`src/hdl/price_level_order_book_top_assert.svh`:
```
// Assertion helpers for the order book top level.
`ifndef PRICE_LEVEL_ORDER_BOOK_TOP_ASSERT_SVH
`define PRICE_LEVEL_ORDER_BOOK_TOP_ASSERT_SVH
`ifndef SYNTH
`define PLOB_CHECK(label, prop) \
    label: assert property (@(posedge i_clk) disable iff (!i_rst_n) prop) \
        else $error("plob: same-cycle check failed");
`define PLOB_CHECK_NEXT(label, ante, cons) \
    label: assert property (@(posedge i_clk) disable iff (!i_rst_n) (ante) |=> (cons)) \
        else $error("plob: next-cycle check failed");
`else
`define PLOB_CHECK(label, prop)
`define PLOB_CHECK_NEXT(label, ante, cons)
`endif
`endif

```
`src/hdl/plob_ram.sv`:
```
module plob_ram #(
    parameter int unsigned WIDTH = 8,
    parameter int unsigned DEPTH = 256
) (
    input  logic                     i_clk,
    input  logic                     i_we,
    input  logic [$clog2(DEPTH)-1:0] i_waddr,
    input  logic [WIDTH-1:0]         i_wdata,
    input  logic [$clog2(DEPTH)-1:0] i_raddr,
    output logic [WIDTH-1:0]         o_rdata
);
    logic [WIDTH-1:0] r_mem [DEPTH];

    always_ff @(posedge i_clk) begin
        if (i_we) begin
            r_mem[i_waddr] <= i_wdata;
        end
        o_rdata <= r_mem[i_raddr];
    end
endmodule
```
`config.mk`:
```
export PLATFORM = sky130hd
export DESIGN_NAME = plob_ram
export DESIGN_NICKNAME = d
export VERILOG_FILES = /design/src/hdl/price_level_order_book_top_assert.svh /design/src/hdl/plob_ram.sv
export SDC_FILE = /design/constraint.sdc
export NUM_CORES = 2
export LEC_CHECK = 0
export BUFFER_PORTS_ARGS = -buffer_cell sky130_fd_sc_hd__buf_2
export CAP_MARGIN = 0
export CORE_MARGIN = 1.5
export CORE_UTILIZATION = 60
export DETAILED_ROUTE_END_ITERATION = 16
export PLACE_DENSITY = 0.76
export SLEW_MARGIN = 15
export SYNTH_ARGS = -nofsm -noshare
export SYNTH_HDL_FRONTEND = slang
export SYNTH_SLANG_ARGS = --single-unit
```
`constraint.sdc`:
```
create_clock -name i_clk -period 3.5 [get_ports i_clk]
set_input_delay 0.35 -clock i_clk [delete_from_list [all_inputs] [get_ports i_clk]]
set_output_delay 0.35 -clock i_clk [all_outputs]
set_load 0.005 [all_outputs]
```
Word level (Yosys, flattened, before mapping)
Memories as Yosys holds them, arrays and structs flattened. A register that Yosys moved wholly into a read port is not among the register bits.
Index checks and enable logic that the tools add are counted.
{"block": "totals", "reg_bits": 0, "ram_bits": 2048, "input_bits": 26, "output_inout_bits": 8, "word_cells": 3, "mem_count": 1}
{"block": "op_classes", "mux": 2}
{"memory": "r_mem", "depth": 256, "word_bits": 8, "read_ports": 1, "rd_clocked_by_memory_dff": 1, "write_ports": 1, "line_no": "plob_ram.sv:12", "rtl": "logic [WIDTH-1:0] r_mem [DEPTH];"}
{"operator": "$mux 1", "count": 2}

Logic depth before layout (Yosys ltp)
{"block": "logic_depth", "word_depth": 2, "depth_mapped": 11, "depth_no_buf": 6}

Worst setup path after synthesis
Ideal clock, no wire load.
{"block": "synth_timing", "path_type": "input to register", "start": "input port i_raddr[0]", "end": "register o_rdata[2], read port of r_mem", "setup_time_ns": 0.131, "arrival_ns": 2.157, "t_required_ns": 3.369, "setup_slack_ns": 1.212, "stages": 9, "path_buffers": 4, "path_cell_list": "buf_6 -> buf_12 -> buf_8 -> buf_2 -> mux4_2 -> a22oi_1 -> a21oi_1 -> nor4_1 -> nor4_2"}
{"element": "from (decl)", "line_no": "plob_ram.sv:9", "rtl": "input logic [$clog2(DEPTH)-1:0] i_raddr,"}
{"element": "to (decl)", "line_no": "plob_ram.sv:10", "rtl": "output logic [WIDTH-1:0] o_rdata"}

==> run metrics <==
status finished, final reports clean; Comb pwr share 0.051; Syn. warnings 0; wire per inst around 32 um; WP buf/inv 1; power share of the sequential group 0.545; clock share of power 0.404; Buffers on Ports 33; CTS Root Cell clkbuf_16; core area ~130000 um^2; Die Ht between 300 and 400 um; area grow syn2layout 12.7%; setup TNS 0 ps; number of cells upsized or downsized after cts 0; DRT antenna net count 0; complex-gate fraction of the synthesized area 0.0342; largest family of logic cells by synthesized area multiplexers; initial DRC count 6098; Seq/Total Area, Yosys 0.775; final core occ 0.682; asr flop ratio synth 0; nets 4104; prevailing post-synth register cell edfxtp_1; area of the mapped netlist 79600 um^2; number of fill cells 7866; Hold Path Class in -> reg; Clock Skew between 15 and 20 ps; mux share of post-synthesis cell area 0.146; global-route wire length before repair 279000 um; H-tree depth 4; sum of net half-perimeters after detailed placement 119000 um; Rel. slew slack 0.322; number of synthesized flops with an enable pin roughly 2000; placer congestion estimate between 0.8 and 0.9; synth unique cells 55; worst-skew pair later-pin latency 820 ps; # rows roughly 130; Vias between 40000 and 50000; total CTS buffers 192; fin crit period 2680 ps; DRT Wirelength roughly 190000 um; Via density 6.81; setup ws final a little over 800 ps; syn avg cell area ~21 um^2; Clock Tree Buf Depth 3; WP data required approximately 4200 ps; Pint 0.0394 W; Placement Setup Slack roughly 200 ps; Hold Fails Final Rpt 0; crit share post-route 0.765; WS Path Type reg -> reg; layout cells sized above 1 0.264; DRC viols 0; placed cell area between 80000 and 90000 um^2; CTS Sinks ~2000; setup bufs post-CTS 0; peak supply drop ~690 uV; Tightest Pin Transition between 1000 and 1500 ps; XOR/XNOR share of the synthesized area 0; most frequent cells in the layout 2048 x edfxtp_1, 454 x mux4_2, 319 x buf_4; delay-heaviest family, CP simple AND/OR/NAND/NOR gates; max-slew violations 0; endpoints failing setup 0; cts hold-fix bufs 0; TritonCTS clock tree done; cells along the critical path mux4_2 -> nor2b_1 -> a211oi_1 -> nor3_1 -> nor4_1 -> buf_4 -> nor4_2; clk slew on worst S/H paths roughly 60 ps; Die ar. 135000 um^2; Sw Share 0.210; Max stage delay on crit path about 600 ps; post-route cell area 89700 um^2; flops & latches, synth 2056; Starting Density 0.605; # Max-Cap Violations 0; vias in the first global route roughly 41000; grt ovf 0; Critical Path AT 3360 ps; Post-Synth Simple-Gate Area 0.0263; Worst Setup Start Kind flip-flop; Synthesized Nets approximately 3800; post-synthesis adder-cell area fraction 0; largest net degree at the start of global routing between 100 and 150; io pins 34; drt first pass iters 9; power per cell area 556 nW/um^2; Chip Width 367 um; Total Routing Usage GR 0.288; Worst Setup End Kind flip-flop; initial antenna violation count 11; CP max stage cell nor4_1; leak pwr 28.3 nW; Post-Syn Instances about 3700; hold_ws between 70 and 80 ps; commonest non-fill, non-tap cell in the layout edfxtp_1; max frequency about 370 MHz; Psw ~0.010 W; RSZ-0062 raised after global routing no; maximum fanout along the worst path 1
==> cell usage after synthesis (24+ instances only) <==
| library cell | count | area share |
|---|---|---|
| nor4_1 | 24 | 0.0019 |
| a22oi_1 | 133 | 0.013 |
| nand3_1 | 34 | 0.0021 |
| mux2i_1 | 134 | 0.017 |
| nand2_1 | 33 | 0.0016 |
| o221ai_1 | 46 | 0.0051 |
| buf_4 | 27 | 0.0025 |
| nor2_1 | 282 | 0.013 |
| buf_2 | 31 | 0.0020 |
| o22ai_1 | 28 | 0.0022 |
| nor2b_1 | 31 | 0.0024 |
| a21oi_1 | 96 | 0.0060 |
| clkbuf_1 | 111 | 0.0052 |
| mux4_2 | 454 | 0.13 |
| edfxtp_1 | 2048 | 0.77 |
==> final timing paths <==
kind,cells past startpoint,to,from,slack [ps]
worst min-delay path,1,r_mem[73][1]$_DFFE_PP_,i_wdata[1],70
worst min register to register,6,o_rdata[6]$_DFF_P_,r_mem[21][6]$_DFFE_PP_,1090
worst max register to register,7,o_rdata[2]$_DFF_P_,r_mem[101][2]$_DFFE_PP_,820
worst max-delay path,7,o_rdata[2]$_DFF_P_,r_mem[101][2]$_DFFE_PP_,820
==> area by class of cell <==
class / instances / area [um^2] / area share
timing repair buffer: 384 / 3310 / 0.0369
tap: 1755 / 2200 / 0.0245
clock buffer: 244 / 5110 / 0.0569
inverter: 2 / 7.51 / 0.0000837
sequential: 2056 / 61700 / 0.687
clock inverter: 101 / 922 / 0.0103
antenna: 5 / 12.5 / 0.000139
multi-input combinational: 1442 / 16500 / 0.184
==> per-layer routing <==
| metal | wire (um) | GRT usage | up-vias |
|---|---|---|---|
| li1 | - | - | 16400 |
| met1 | 70700 | 0.399 | 21000 |
| met2 | 92700 | 0.452 | 2862 |
| met3 | 21500 | 0.0672 | 457 |
| met4 | 7550 | 0.110 | 16 |
| met5 | 107 | 0 | - |
==> metrics by stage <==
| step | cells | power (W) |
|---|---|---|
| 3_3_place_gp | 5639 | 0.0301 |
| 6_report | 5989 | 0.0499 |
| 2_1_floorplan | 3733 | 0.0290 |
| 4_1_cts | 5984 | 0.0500 |
| 3_5_place_dp | 5639 | 0.0302 |
| 5_1_grt | 5985 | 0.0510 |
==> power by group through the flow <==
stage	sequential (W)	combinational, W	clock (W)
floorplan	0.0277	0.00132	0
global placement	0.0277	0.00243	0
detailed placement	0.0277	0.00247	0
CTS	0.0272	0.00250	0.0203
global route	0.0272	0.00262	0.0212
finish	0.0272	0.00252	0.0202
==> flip-flops by register name, summed over array words and instances, names as in the netlist <==
register,count
o_rdata,8
r_mem,2048
==> logic make-up (layout without fill, tap and decap cells) <==
family / Yosys count / in the layout
AO/OA/AOI/OAI: 385 / 385
flip-flops: 2056 / 2056
AND/OR/NAND/NOR: 466 / 466
multiplexers: 591 / 591
other: 0 / 5
buffers and inverters: 235 / 731
(Power assumes the default switching activity.)
